### src/hw/rtl/tflt_pkg.sv
`default_nettype none
package tflt_pkg;

  // CORDIC step count, capped by the arctangent table
  localparam int CORDIC_STEPS = 16;
  localparam int ATAN_LEN     = 24;
  localparam int CORDIC_N     = (CORDIC_STEPS > ATAN_LEN) ? ATAN_LEN : CORDIC_STEPS;
  localparam int IDX_W        = 5;

  // angle constants, Q3.13 and Q29
  localparam logic signed [17:0] PI18      = 18'sd25736;
  localparam logic signed [17:0] TWO_PI18  = 18'sd51472;
  localparam logic signed [32:0] HALF_PI_Z = 33'sd843314857;

  // calibration constants
  localparam logic signed [20:0] ACC_X_K   = 21'sd781115;
  localparam logic signed [37:0] ACC_X_B   = 38'sd10534387;
  localparam logic signed [20:0] ACC_Y_K   = 21'sd904473;
  localparam logic signed [37:0] ACC_Y_B   = 38'sd46575807;
  localparam logic signed [21:0] GYRO_K    = 22'sd1171271;
  localparam logic signed [23:0] GYRO_BIAS = 24'sd35;
  localparam logic signed [25:0] WHEEL_K   = 26'sd26353589;

  // rate*dt scaling: 2000000 = 2^7 * 15625; the 15625 part by reciprocal,
  // ceil(2^43 / 15625), exact for the shifted operand range
  localparam logic [41:0] DIV_HALF  = 42'd1000000;
  localparam logic [41:0] DIV_SAT   = 42'd51474000000;
  localparam logic [29:0] DIV_RECIP = 30'd562949954;

  typedef enum logic [2:0] {
    CFG_TILT_OFFSET  = 3'd0,
    CFG_BLEND_GAIN   = 3'd1,
    CFG_GAIN_ANGLE   = 3'd2,
    CFG_GAIN_TILT    = 3'd3,
    CFG_GAIN_WHEEL   = 3'd4,
    CFG_TORQUE_LIMIT = 3'd5,
    CFG_WHEEL_LIMIT  = 3'd6
  } cfg_reg_e;

  typedef struct packed {
    logic signed [15:0] accel_x;
    logic signed [15:0] accel_y;
    logic signed [15:0] gyro_z;
    logic [15:0]        elapsed_us;
    logic signed [23:0] wheel_rev_rate;
    logic               wheel_valid;
    logic               stop_request;
  } in_item_t;

  typedef struct packed {
    logic signed [15:0] torque_cmd;
    logic signed [15:0] torque_unclamped;
    logic signed [15:0] tilt_angle;
    logic signed [23:0] tilt_rate;
    logic signed [23:0] wheel_rate;
    logic               speed_guarded;
    logic               torque_clamped;
    logic               stopped;
  } out_item_t;

  typedef enum logic [3:0] {
    ST_IDLE, ST_CALC, ST_SETUP, ST_PREP, ST_ITER,
    ST_FIN1, ST_FIN2, ST_FIN3, ST_MUL, ST_SUM, ST_OUT
  } state_t;

  typedef struct packed {
    logic             load;
    logic             calc;
    logic             setup;
    logic             prep;
    logic             step;
    logic             fin1;
    logic             fin2;
    logic             fin3;
    logic             mul;
    logic             sum;
    logic             out_load;
    logic [IDX_W-1:0] idx;
  } cmd_t;

  typedef struct packed {
    logic stopped;
  } status_t;

  // arctangent of 2^-i, Q29
  function automatic logic [29:0] atan_q29(input logic [IDX_W-1:0] i);
    logic [29:0] v;
    unique case (i)
      5'd0:  v = 30'd421657428;
      5'd1:  v = 30'd248918915;
      5'd2:  v = 30'd131521918;
      5'd3:  v = 30'd66762579;
      5'd4:  v = 30'd33510843;
      5'd5:  v = 30'd16771758;
      5'd6:  v = 30'd8387925;
      5'd7:  v = 30'd4194219;
      5'd8:  v = 30'd2097141;
      5'd9:  v = 30'd1048575;
      5'd10: v = 30'd524288;
      5'd11: v = 30'd262144;
      5'd12: v = 30'd131072;
      5'd13: v = 30'd65536;
      5'd14: v = 30'd32768;
      5'd15: v = 30'd16384;
      5'd16: v = 30'd8192;
      5'd17: v = 30'd4096;
      5'd18: v = 30'd2048;
      5'd19: v = 30'd1024;
      5'd20: v = 30'd512;
      5'd21: v = 30'd256;
      5'd22: v = 30'd128;
      5'd23: v = 30'd64;
      default: v = 30'd0;
    endcase
    return v;
  endfunction

  // one-turn wrap into +-pi; operands never stray more than one turn
  function automatic logic signed [15:0] wrap_pi(input logic signed [17:0] a);
    logic signed [17:0] r;
    r = a;
    if (a > PI18) r = a - TWO_PI18;
    else if (a < -PI18) r = a + TWO_PI18;
    return r[15:0];
  endfunction

endpackage
`default_nettype wire

### src/hw/rtl/tflt_ctrl.sv
`default_nettype none
module tflt_ctrl (
  input  wire logic            clk,
  input  wire logic            rst,
  input  wire logic            in_valid,
  output logic                 in_ready,
  output logic                 out_valid,
  input  wire logic            out_ready,
  input  wire tflt_pkg::status_t status,
  output tflt_pkg::cmd_t       cmd
);

  tflt_pkg::state_t state, state_next;
  logic [tflt_pkg::IDX_W-1:0] idx, idx_next;

  // state, step counter and output flag
  always_ff @(posedge clk) begin
    if (rst) begin
      state     <= tflt_pkg::ST_IDLE;
      idx       <= '0;
      out_valid <= 1'b0;
    end else begin
      state <= state_next;
      idx   <= idx_next;
      if (cmd.out_load) out_valid <= 1'b1;
      else if (out_ready) out_valid <= 1'b0;
    end
  end

  assign in_ready = (state == tflt_pkg::ST_IDLE);

  // sequencing
  always_comb begin
    state_next = state;
    idx_next   = idx;
    cmd        = '0;
    cmd.idx    = idx;
    unique case (state)
      tflt_pkg::ST_IDLE: begin
        if (in_valid) begin
          cmd.load   = 1'b1;
          state_next = tflt_pkg::ST_CALC;
        end
      end
      tflt_pkg::ST_CALC: begin
        if (status.stopped) begin
          state_next = tflt_pkg::ST_OUT;
        end else begin
          cmd.calc   = 1'b1;
          state_next = tflt_pkg::ST_SETUP;
        end
      end
      tflt_pkg::ST_SETUP: begin
        cmd.setup  = 1'b1;
        state_next = tflt_pkg::ST_PREP;
      end
      tflt_pkg::ST_PREP: begin
        cmd.prep   = 1'b1;
        idx_next   = '0;
        state_next = tflt_pkg::ST_ITER;
      end
      tflt_pkg::ST_ITER: begin
        cmd.step = 1'b1;
        idx_next = idx + 1'b1;
        if (idx == tflt_pkg::IDX_W'(tflt_pkg::CORDIC_N - 1)) state_next = tflt_pkg::ST_FIN1;
      end
      tflt_pkg::ST_FIN1: begin
        cmd.fin1   = 1'b1;
        state_next = tflt_pkg::ST_FIN2;
      end
      tflt_pkg::ST_FIN2: begin
        cmd.fin2   = 1'b1;
        state_next = tflt_pkg::ST_FIN3;
      end
      tflt_pkg::ST_FIN3: begin
        cmd.fin3   = 1'b1;
        state_next = tflt_pkg::ST_MUL;
      end
      tflt_pkg::ST_MUL: begin
        cmd.mul    = 1'b1;
        state_next = tflt_pkg::ST_SUM;
      end
      tflt_pkg::ST_SUM: begin
        cmd.sum    = 1'b1;
        state_next = tflt_pkg::ST_OUT;
      end
      tflt_pkg::ST_OUT: begin
        // wait for the output register to free up
        if (!out_valid || out_ready) begin
          cmd.out_load = 1'b1;
          state_next   = tflt_pkg::ST_IDLE;
        end
      end
      default: state_next = tflt_pkg::ST_IDLE;
    endcase
  end

endmodule
`default_nettype wire

### config.mk
export PLATFORM = sky130hd
export DESIGN_NAME = tflt_ctrl
export DESIGN_NICKNAME = d
export VERILOG_FILES = /design/src/hw/rtl/tflt_pkg.sv /design/src/hw/rtl/tflt_ctrl.sv
export SDC_FILE = /design/constraint.sdc
export NUM_CORES = 1
export LEC_CHECK = 0
export ABC_AREA = 1
export BUFFER_PORTS_ARGS = -buffer_cell sky130_fd_sc_hd__buf_4
export CAP_MARGIN = 20
export CORE_MARGIN = 10
export CORE_UTILIZATION = 42
export CTS_CLUSTER_DIAMETER = 40
export CTS_CLUSTER_SIZE = 40
export DETAILED_ROUTE_END_ITERATION = 16
export PLACE_DENSITY = 0.73
export SYNTH_ARGS = -nofsm -noshare
export SYNTH_HDL_FRONTEND = slang
export SYNTH_SLANG_ARGS = --single-unit
### constraint.sdc
create_clock -name clk -period 1.25 [get_ports clk]
set_input_delay 0.25 -clock clk [delete_from_list [all_inputs] [get_ports clk]]
set_output_delay 0.25 -clock clk [all_outputs]
set_load 0.1 [all_outputs]
==> impl.org, run 1 <==
** STA
- For the pin with the worst max-slew slack, the measured transition is 356 ps.
- Headroom to the max-slew limit came out at 76.2%.
- Max Freq :: 632 MHz
- Setup repair after global routing could not meet its margin everywhere.
- Final number of max-transition violations :: 0
- Post-Route Hold Slack :: 193 ps
- The routed design could run at a clock period as short as 1580 ps.
- Sum Neg Setup Slack :: -5030 ps
- In the post-route analysis, the smallest setup slack over all paths is -331 ps.
- Final setup violating endpoints :: 21
- Final count of hold timing violations :: 0
- Final critical-path share of the clock period :: 127%
- For the final database, setup skew stands at 8.90 ps.

** Worst setup path
- The worst register-to-register path begins at state[1].
- The most critical setup path has its startpoint at state[3].
- Reg2reg end :: idx[2]
- The critical path is of the reg2out type.
- CP Capture Point :: cmd[5]
- For the worst setup path, the data required time is 1000 ps.
- The worst setup path is captured at an output pin.
- The worst register-to-register path has a setup slack of -250 ps.
- Startpoint type of the worst setup path :: flip-flop
- STA puts the critical path data arrival time at 1330 ps.
- For the worst flop-to-flop path, the logic depth is 8.
- Largest driver fanout on the critical path :: 4

** Logic synthesis
- Post-Syn Nets :: 110
- After Yosys synthesis, XOR and XNOR cells account for 0% of the synthesized area.
- Largest area contributor in the synthesized netlist :: sky130_fd_sc_hd__dfxtp_1
- Dominant cells by area after synthesis :: sky130_fd_sc_hd__dfxtp_1 (33%), sky130_fd_sc_hd__nand2_1 (17%), sky130_fd_sc_hd__inv_1 (14%)
- The cell count after synthesis came out at 103.
- Yosys instantiated no cell more often than sky130_fd_sc_hd__nand2_1.
- Cell Area, Synth :: 614 um2
- The synthesized netlist devotes 40.5% of its cell area to simple gates.
- After synthesis the netlist holds a flip-flop and latch count of 10.
- Fraction of the mapped netlist area in compound gates :: 8.15%
- Synth warnings :: 0
- After synthesis, the netlist uses 15 different library cells.
- Flip-flop cell with the highest count after synthesis :: sky130_fd_sc_hd__dfxtp_1
- After Yosys synthesis, full adders, half adders and majority gates account for 4.07% of the synthesized area.
- The top cell type by area accounts for 32.6% of the synthesized area.
- By count the netlist is led by sky130_fd_sc_hd__nand2_1 (28), sky130_fd_sc_hd__inv_1 (23), sky130_fd_sc_hd__nor2_1 (16).
- After synthesis, flip-flops and latches occupy 32.6% of the total area.
- The portion of synthesized area spent on multiplexers is 0%.
- After synthesis, the largest family of logic cells by area is simple AND/OR/NAND/NOR gates.
- FFs w/ async S/R, synth :: 0%
- In this run the mean area of a mapped cell was 5.96 um2.
- The synthesized design contains 0 enable-type register cells.

** Floorplanning
- Rows :: 13
- Die W :: 58.2 um
- From bottom edge to top edge, the die measures 58.2 um.
- The die covers 3390 um2.
- The core region is 1330 um2.
- Once the floorplan was initialized, standard cells occupied 46.1% of the core.
- Count of boundary I/O pins :: 23

** Power and ir drop
- For this design the ratio of total power to cell area is 2070 nW/um2.
- IR analysis of the VDD net gives a maximum drop of 1.89 mV.
- Total leakage power :: 0.562 nW

** Status
- Run status :: finished with violations
- The checks that failed: negative setup slack.

** Clock network
- CTS built an H-tree with a depth of 1.
- Number of buffers added to fix hold violations after cts :: 0
- Clock tree from TritonCTS :: done
- Clock-pin slew on the worst setup and hold paths :: 70 ps
- Clock tree synthesis inserted a total of 3 buffers.
- The clock passes through at most 2 buffers.
- The clock reaches the later pin of the worst-skew pair after 270 ps.
- TritonCTS sink count :: 10
- Buffer cell driving the clock tree root :: sky130_fd_sc_hd__clkbuf_4

** Global route
- Initial antenna violation count :: 0
- Wire length of the first global-routing pass :: 4.31 mm
- Maximum number of pins on one net before global-route repair :: 8
- Via count of the first global-routing pass :: 907
- Global routing used 16.0% of the available tracks.
- Remaining global-route overflow :: 0

** Route
- DRC :: 0
- For this block, the routed nets add up to 3.38 mm of wire.
- DRT Pass-1 Iters :: 4
- The routed layout has 936 vias.
- Routed WL per cell :: 21.1 um
- Detailed-route vias per instance :: 5.85
- Antenna Nets Post-Route :: 0
- Iteration-0 DRC Markers :: 50

** Final layout
- Counting the fill cells in the layout gives 22.
- Of the cells placed in the final design, the portion with a size suffix greater than 1 is 63.4%.
- For this run, the post-layout net count is 153.
- Antenna Cells :: 0
- Relative area change from synthesis to final layout :: 111%

** Placement
- Buffers placed on the I/O ports in this run total 22.
- Final estimated routing congestion in global placement :: 0.885
- DP Wirelength :: 1.51 mm

** Hold path
- Hold Crit Class :: in2reg

** Job
- The tool flagged a number of max-cap violations equal to 0.
## layout make-up
cell class / instances / area, um2 / area share, %
Timing Repair Buffer: 38 / 450 / 34.8
Multi-Input combinational cell: 69 / 438 / 33.8
Sequential cell: 10 / 235 / 18.2
Inverter: 24 / 125 / 9.67
Clock buffer: 4 / 26.3 / 2.03
Tap cell: 15 / 18.8 / 1.45
## kinds of logic after synthesis
| family | Yosys count |
|---|---|
| adders and majority gates | 2 |
| buffers and inverters | 24 |
| DFF | 10 |
| AOI/OAI and AO/OA | 10 |
| and+or+nand+nor | 57 |
## sequential cells by signal, indices dropped and copies added, names as in the netlist
| register | flops |
|---|---|
| idx | 5 |
| state | 4 |
| out_valid | 1 |
## routing by layer
layer  GRT usage [%]  up-vias  wire (um)
met5               0        -          0
met4            8.72        0        178
met3            4.79       29        249
met2            27.9       83       1700
met1            16.6      431       1260
li1                -      393          -
## what timing repair did
action	CTS	global route
buffers inserted	3	5
pin swaps	9	11
setup endpoints to repair	15	20
gates resized for setup	62	8
## how the worst min path moves through the flow
stage	start	end	slack [ps]	cells past startpoint
after global routing	rst	idx[1]	210	2
after global placement	idx[4]	idx[4]	460	2
after floorplan	rst	idx[1]	310	1
after CTS	rst	state[2]	200	2
final	rst	idx[1]	190	2
after detailed placement	rst	state[0]	470	2
## metrics by stage
step / cells / total power [mW] / instance area, um2 / utilization (%) / setup WS [ps]
after global routing: 160 / 2.75 / 1290 / 97.0 / -361
after floorplan: 103 / 1.50 / 721 / - / -252
final: 160 / 2.68 / 1290 / 97.0 / -331
after CTS: 155 / 2.43 / 1240 / 93.2 / -239
after detailed placement: 148 / 1.79 / 965 / 72.3 / -125
after global placement: 148 / 1.77 / 965 / 72.3 / -136
## layout by cell type, fill, tap and decap left out, drive strengths merged
| cell | instances |
|---|---|
| nand4 | 1 |
| nand2 | 29 |
| nor2 | 20 |
| dfxtp | 10 |
| inv | 16 |
| buf | 38 |
| a21oi | 6 |
| ha | 2 |
| nor3 | 1 |
| nand3 | 5 |
| clkinvlp | 8 |
| clkbuf | 4 |
| o21ai | 4 |
| or2 | 1 |
## power by group
| part | switching (mW) | total (mW) | internal, mW | leakage [nW] |
|---|---|---|---|---|
| sequential | 0.0993 | 0.477 | 0.377 | 0.0885 |
| combinational | 1.29 | 1.97 | 0.677 | 0.458 |
| clock | 0.114 | 0.238 | 0.124 | 0.0150 |
## critical path, cell delays in order (launching register included)
cell	delay, ps
sky130_fd_sc_hd__dfxtp_4	390
sky130_fd_sc_hd__inv_2	60
sky130_fd_sc_hd__nor2_4	170
sky130_fd_sc_hd__nand2_2	100
sky130_fd_sc_hd__nor2_4	160
sky130_fd_sc_hd__buf_12	190
(Power assumes the default switching activity.)
==> run 2, diff against run 1 <==
CORE_MARGIN = 3   (was 10)
==> run 2 against run 1 <==
- the run now fails in global routing
- synthesized cell count unchanged
- synthesized area unchanged
==> impl.org, run 2 <==
** Status
- Run status :: stopped before the end
- Stage reached :: global routing
- First error line in the log :: [ERROR DPL-0038] Utilization greater than 100%, impossible to legalize

** Logic synthesis
- In this run, synthesis inferred 0 flip-flops with an integrated enable.
- The largest total area in the synthesized netlist belongs to sky130_fd_sc_hd__dfxtp_1.
- The commonest cells after synthesis are sky130_fd_sc_hd__nand2_1 (28), sky130_fd_sc_hd__inv_1 (23), sky130_fd_sc_hd__nor2_1 (16).
- For this run, the register share of the synthesized area comes to 32.6%.
- Post-Syn Instances :: 103
- A synthesized cell averages 5.96 um2.
- Share of Yosys cell area claimed by the top area cell type :: 32.6%
- Most common cell in the synthesized netlist :: sky130_fd_sc_hd__nand2_1
- Post-Syn Nets :: 110
- After synthesis the cells add up to 614 um2.
- Synthesis inferred 10 register bits.
- During synthesis, Yosys emitted a total of 0 warnings.
- In the synthesized netlist the async set-or-reset flop fraction comes to 0%.
- By area the synthesized netlist is led by sky130_fd_sc_hd__dfxtp_1 (33%), sky130_fd_sc_hd__nand2_1 (17%), sky130_fd_sc_hd__inv_1 (14%).
- Among all flip-flop cells after synthesis, the most frequent one is sky130_fd_sc_hd__dfxtp_1.
- In this run, distinct cell masters in the synthesized netlist total 15.

** Placement
- OpenSTA, run right after detailed placement, puts the worst setup slack at -138 ps.
- Number of port buffers :: 22
- Detailed placement ended at an HPWL of 1.27 mm.
- Final estimated routing congestion in global placement :: 0.838
- Placed Cells :: 148
- Placed standard-cell area :: 965 um2

** Clock network
- Num CTS Buffers :: 3
- The cell sitting at the root of the clock tree is a sky130_fd_sc_hd__clkbuf_4.
- No sink is reached through more buffers than the 2 on the longest clock path.
- TritonCTS sink count :: 10
- Number of buffers added to fix hold violations after cts :: 0
- CTS built an H-tree with a depth of 1.

** STA
- Grt repair worst endpoint :: cmd[5]
- Kind of the worst endpoint :: top-level output

** Global route
- Entering global routing, the biggest net connects 8 pins.

** Floorplanning
- Count of boundary I/O pins :: 23
- Rows :: 13
- Die W :: 44.2 um
- Height of the die :: 44.2 um
- For this configuration, the core starts out at a cell density of 46.1%.
==> run 2: cell counts after synthesis <==
No cell type changed its count.
==> run 2: cells by family after synthesis <==
family	share of synthesized area [%]
and+or+nand+nor	40.5
buffers and inverters	14.7
AOI/OAI and AO/OA	8.15
DFF	32.6
adders and majority gates	4.07
==> run 2: metrics by stage <==
| stage | hold WS (ps) | setup TNS [ps] |
|---|---|---|
| 3_5_place_dp | 467 | -1140 |
| 2_1_floorplan | 309 | -1920 |
| 3_3_place_gp | 458 | -992 |
| 4_1_cts | 194 | -2930 |
==> run 2: timing repair <==
| action | 4_1_cts |
|---|---|
| gates resized for setup | 62 |
| setup endpoints to repair | 17 |
| pin swaps | 12 |
| setup buffers | 5 |
==> run 3, diff against run 2 <==
CORE_AREA = 3 3 64 66   (was not set)
CORE_MARGIN = not set   (was 3)
CORE_UTILIZATION = not set   (was 42)
CTS_CLUSTER_DIAMETER = not set   (was 40)
CTS_CLUSTER_SIZE = not set   (was 40)
DIE_AREA = 0 0 67 69   (was not set)
PLACE_DENSITY = not set   (was 0.73)
PLACE_DENSITY_LB_ADDON = 0.15   (was not set)
clock period = 1.6 ns   (was 1.25 ns; I/O delays follow)
==> run 3 against run 2 <==
- the run now ends clean
==> impl.org, run 3 (same netlist as run 1, synthesis figures left out) <==
** Final layout
- The register with the most flip-flops in the layout has 5 of them.
- Final core area utilization :: 32.1%
- Antenna Cells :: 0
- Number of nets in the layout :: 146
- Most common cell after layout, fill and taps aside :: sky130_fd_sc_hd__nand2_1
- Fill cells in the final layout number 419.
- In the final layout, the registers with the most flip-flops are idx: 5 flops, state: 4 flops, out_valid: 1 flops.
- Largest Register :: idx
- Relative area change from synthesis to final layout :: 90.0%
- Cells with a size suffix above 1 make up 46.4% of the layout.
- In the layout the commonest cells are sky130_fd_sc_hd__nand2_1 (26), sky130_fd_sc_hd__buf_4 (19), sky130_fd_sc_hd__inv_1 (17).

** Global route
- Global routing used 8.02% of the available tracks.
- Remaining global-route overflow :: 0
- Initial antenna violation count :: 0
- The via count of the first global-routing pass was 691.
- Entering global routing, the biggest net connects 8 pins.
- Wire length of the first global-routing pass :: 2.91 mm

** Placement
- At the end of routability-driven placement, the weighted congestion stood at 0.737.
- Buffers placed on the I/O ports in this run total 22.
- DP Wirelength :: 1.37 mm

** Route
- Summing over every cut layer, the via total after detailed routing is 705.
- In the routed design, unresolved DRC markers number 0.
- Iteration-0 DRC Markers :: 39
- Routed wire length :: 1.79 mm
- Antenna Nets Post-Route :: 0
- Dividing the detail-routed via count by the number of cells gives 3.79.
- The first TritonRoute pass finished after 4 iterations.
- In the final routed layout, each cell accounts on average for 9.63 um.

** Worst setup path
- Slowest cell on the critical path :: sky130_fd_sc_hd__dfxtp_4
- In this run the critical register-to-register path is captured at idx[4].
- Measured in cells, the most critical reg-to-reg path has a length of 6.
- For this run, the slowest stage of the critical path takes 360 ps.
- The critical path ends at cmd[14].
- The critical path starts at state[2].
- Along the worst path, the maximum fanout reaches 4.
- The critical path contains buffers and inverters numbering 2 combined.
- Largest delay contributor family on the critical path :: flip-flops
- Counting buffers and inverters, the worst setup path is 5 cells deep.
- Arr. time, crit path :: 1230 ps
- Walking the worst path, the cells encountered are nor2_4 -> buf_4 -> nand2_1 -> nor2_4 -> buf_12.
- Req. time, crit path :: 1280 ps
- Reg-to-reg critical path startpoint :: idx[0]
- Critical path's most frequent cell :: sky130_fd_sc_hd__nor2_4
- The critical path is of the reg2out type.
- Setup slack on the worst reg-to-reg path comes out at 170 ps.
- Kind of capture point of the worst setup path :: output pin
- The worst setup path is launched from a flip-flop.

** STA
- Sum Neg Setup Slack :: 0 ps
- RSZ-0062 raised after global routing :: yes
- For the pin with the worst max-slew slack, the measured transition is 312 ps.
- Clock skew on the completed layout was measured at 3.27 ps.
- Tmin final :: 1550 ps
- Final count of hold timing violations :: 0
- Final critical-path share of the clock period :: 96.8%
- Based on the critical path, the design can be clocked at up to 646 MHz.
- Hold is met by 305 ps.
- Setup violations remaining at the end of the flow were counted as 0.
- The max-slew violation count came to 0.
- In this run the tightest slew margin relative to its limit is 79.1%.

** Floorplanning
- Area of the placeable core :: 3630 um2
- Die Area :: 4620 um2
- The initial utilization of the core area, before any placement, comes to 16.9%.
- Die W :: 67 um
- In this run the count of I/O pins placed on the die edge is 23.
- The floorplan has 22 rows.
- In this run the vertical extent of the chip is 69 um.

** Power and ir drop
- The design draws 1.89 mW.
- For this design the static power due to leakage is 0.568 nW.
- Total power divided by cell area :: 1620 nW/um2
- IR analysis of the VDD net gives a maximum drop of 0.446 mV.

** Clock network
- Clock tree from TritonCTS :: done
- Clock-pin slew on the worst setup and hold paths :: 50 ps
- The clock reaches the later pin of the worst-skew pair after 230 ps.
- In this run the clock root is driven by a sky130_fd_sc_hd__clkbuf_8.
- TritonCTS sink count :: 10
- In this run the number of H-tree levels came out at 1.
- Num CTS Buffers :: 3
- In this run the deepest clock path goes through 2 buffers.
- Hold repair after CTS inserted 0 buffers.

** Hold path
- Hold Crit Class :: in2reg
- Launch instance of the worst min-delay path :: rst

** Status
- The run finished with clean final reports.

** Job
- Total of max-cap violations :: 0
[run 3: power by group]
group,switching (mW),internal (mW)
sequential,0.0608,0.294
combinational,0.850,0.413
clock,0.0952,0.174
[run 3: layer usage]
metal,up-vias,wire (um),track usage [%]
met5,-,0,0
met4,0,15,3.38
met3,2,98,1.14
met1,307,819,10.5
met2,20,857,12.9
li1,376,-,-
[run 3: what timing repair did]
action                     CTS  global route
buffers inserted             1             3
setup endpoints to repair   11            12
pin swaps                    1             5
resized for setup           23            26
cloned                       0             0
[run 3: layout make-up]
type                    instances  area [um2]  area share, %
flip-flops and latches         10         228           19.5
inverters                      24         104           8.90
multi-input cells              69         384           32.9
repair buffers                 31         347           29.7
well taps                      48        60.1           5.14
clock buffers                   4        45.0           3.86
[run 3: how the worst min path moves through the flow]
stage	endpoint	slack, ps	depth (start not counted)
floorplan	idx[1]	380	1
global placement	idx[0]	450	1
detailed placement	idx[0]	460	1
CTS	idx[1]	310	2
global route	state[0]	320	2
finish	idx[1]	310	2
[run 3: per-stage QoR]
| stage | instances | area (um2) | setup WS, ps |
|---|---|---|---|
| after global routing | 186 | 1170 | -11.4 |
| after floorplan | 103 | 663 | 0.515 |
| after detailed placement | 178 | 926 | 103 |
| final | 186 | 1170 | 51.8 |
| after global placement | 178 | 926 | 104 |
| after CTS | 183 | 1060 | -26.9 |
==> run 4, diff against run 3 <==
GPL_TIMING_DRIVEN = 0   (was not set)
HOLD_SLACK_MARGIN = 0.15   (was not set)
==> run 4 against run 3 <==
- first-iteration DRC count decreased by 18%
- utilization decreased by 0.83 points
- register-to-register slack about the same
- non-clock buffer count decreased by 7
- highest routed layer unchanged
- via count decreased by 4.5%
- maximum frequency about the same
- sequential cell count unchanged
==> impl.org, run 4 (same netlist as run 1, synthesis figures left out) <==
** Worst setup path
- Req. time, crit path :: 1280 ps
- Startpoint type of the worst setup path :: flip-flop
- The worst setup path is of the reg2out kind.
- Reg-to-reg critical path startpoint :: idx[0]
- Internal reg-to-reg setup slack :: 160 ps
- Arr. time, crit path :: 1230 ps
- Measured in cells, the most critical reg-to-reg path has a length of 6.
- Of all nets on the critical path, the largest fanout is 6.
- STA classifies the critical path endpoint as an output pin.
- In this run the critical register-to-register path is captured at idx[4].

** STA
- Worst Clk Skew :: 0.952 ps
- Slew margin rel. :: 80.3%
- The max-slew violation count came to 0.
- Sum Neg Setup Slack :: 0 ps
- The hold violation count in the final report came to 0.
- Subtracting the final worst setup slack from the clock period gives 1550 ps.
- After layout, the worst setup slack is 51.2 ps.
- The worst path uses 96.8% of the clock period.
- For the pin with the worst max-slew slack, the measured transition is 294 ps.
- Setup repair after global routing could not meet its margin everywhere.
- Max Freq :: 646 MHz
- Final setup violating endpoints :: 0

** Final layout
- Highest-count cells in the layout ignoring fill and taps :: sky130_fd_sc_hd__nand2_1 (23), sky130_fd_sc_hd__inv_1 (15), sky130_fd_sc_hd__buf_4 (12)
- Counting the fill cells in the layout gives 410.
- The count of cells in the finished layout, fillers not included, comes to 179.
- Final core area utilization :: 31.3%
- Largest Register :: idx
- Fraction of layout instances using a drive strength above 1 :: 47.3%
- The finished cells cover 1140 um2.
- Antenna Cells :: 0
- The library cell used most frequently in the layout, excluding fill and tap cells, is sky130_fd_sc_hd__nand2_1.
- From synthesis to final layout, the design area changed by 85.1%.
- For this run, the post-layout net count is 139.
- Largest registers :: idx: 5 flops, state: 4 flops, out_valid: 1 flops
- The register with the most flip-flops in the layout has 5 of them.

** Hold path
- The worst hold path passes through 2 cells.
- The worst hold path begins at rst.
- The path with the worst hold slack has its endpoint at idx[1].
- The tightest min-delay check is of the in2reg type.

** Power and ir drop
- Total power divided by cell area :: 1600 nW/um2
- Total leakage power :: 0.536 nW
- IR analysis of the VDD net gives a maximum drop of 0.515 mV.

** Route
- After detailed routing, the average wire length per cell comes to 9.05 um.
- Total via count after detailed routing :: 673
- The detailed router finished its first iteration with 32 violations.
- The first detailed-routing pass ran for 4 iterations.
- After detailed routing, the number of vias per cell comes to 3.76.
- In the routed design, unresolved DRC markers number 0.
- Antenna Nets Post-Route :: 0
- The routed design has 1.62 mm of wire.

** Floorplanning
- In this run the horizontal extent of the chip is 67 um.
- For this design the top-level I/O count stands at 23.
- The initialized floorplan defines 22 standard-cell rows.
- Initial Util :: 16.9%
- The core region is 3630 um2.
- Die Area :: 4620 um2
- Height of the die :: 69 um

** Global route
- Via count of the first global-routing pass :: 615
- Maximum number of pins on one net before global-route repair :: 8
- Summed over all layers, the global routing overflow is 0.
- The first global-routing pass estimated 2.68 mm of wire.
- All-Layer GR Usage :: 7.31%
- Initial antenna violation count :: 0

** Clock network
- Clock-pin slew on the worst setup and hold paths :: 50 ps
- Buffer levels on the longest clock path :: 2
- Buffer cell driving the clock tree root :: sky130_fd_sc_hd__clkbuf_8
- Number of buffers added to fix hold violations after cts :: 0
- Clock tree from TritonCTS :: done
- Clock Latency Late Sink :: 230 ps
- TritonCTS sink count :: 10
- In this run the number of H-tree levels came out at 1.
- Counting the buffers created by CTS gives 3.

** Placement
- After detailed placement, the total cell area comes to 888 um2.
- The wire-length estimate of the detail-placed layout is 1.30 mm.
- Prior to clock tree synthesis, the placed netlist has a worst setup slack of 3.16 ps.
- Buffers placed on the I/O ports in this run total 22.
- At the end of routability-driven placement, the weighted congestion stood at 0.810.
- In this run, placement finished with an instance count of 173.

** Status
- The flow ran to the end, and the final reports show no timing, DRC or antenna violations.

** Job
- Total of max-cap violations :: 0
[run 4: through the flow]
step | hold slack, ps | power (mW)
2_1_floorplan | 379 | 1.14
3_3_place_gp | 456 | 1.32
3_5_place_dp | 458 | 1.32
4_1_cts | 309 | 1.71
5_1_grt | 314 | 1.94
6_report | 308 | 1.82
[run 4: how the worst max path moves through the flow]
| stage | slack [ps] | startpoint | depth (start not counted) | endpoint |
|---|---|---|---|---|
| 2_1_floorplan | 0.5 | idx[2] | 5 | idx[4] |
| 3_3_place_gp | 2 | state[3] | 4 | cmd[15] |
| 3_5_place_dp | 3 | state[3] | 4 | cmd[15] |
| 4_1_cts | 0.7 | state[3] | 5 | cmd[5] |
| 5_1_grt | -2 | state[2] | 5 | cmd[9] |
| 6_report | 50 | state[2] | 4 | in_ready |
[run 4: final cells by class]
cell class	count	area, um2	area share [%]
multi-input combinational	69	397	34.9
timing repair buffer	24	299	26.3
sequential	10	230	20.2
inverter	24	106	9.35
tap	48	60.1	5.28
clock buffer	4	45.0	3.96
[run 4: where the power goes]
part / internal [mW] / switching, mW
Sequential: 0.298 / 0.0625
Clock: 0.174 / 0.0898
Combinational: 0.355 / 0.844
[run 4: per-layer routing]
metal / up-vias / routed length (um) / GRT usage [%]
met5: - / 0 / 0
met4: 0 / 11 / 3.38
met3: 2 / 91 / 1.79
met2: 20 / 757 / 11.8
met1: 286 / 760 / 8.92
li1: 365 / - / -
[run 4: critical path: stages (launching register included)]
cell and delay, ps:
sky130_fd_sc_hd__dfxtp_4 360, sky130_fd_sc_hd__nor2_4 210, sky130_fd_sc_hd__nand2_2 130, sky130_fd_sc_hd__clkinvlp_4 90, sky130_fd_sc_hd__buf_6 210
[run 4: what timing repair did]
item	in CTS	in global routing
gates resized for setup	28	30
buffers inserted	0	2
pin swaps	0	3
setup endpoints to repair	11	12
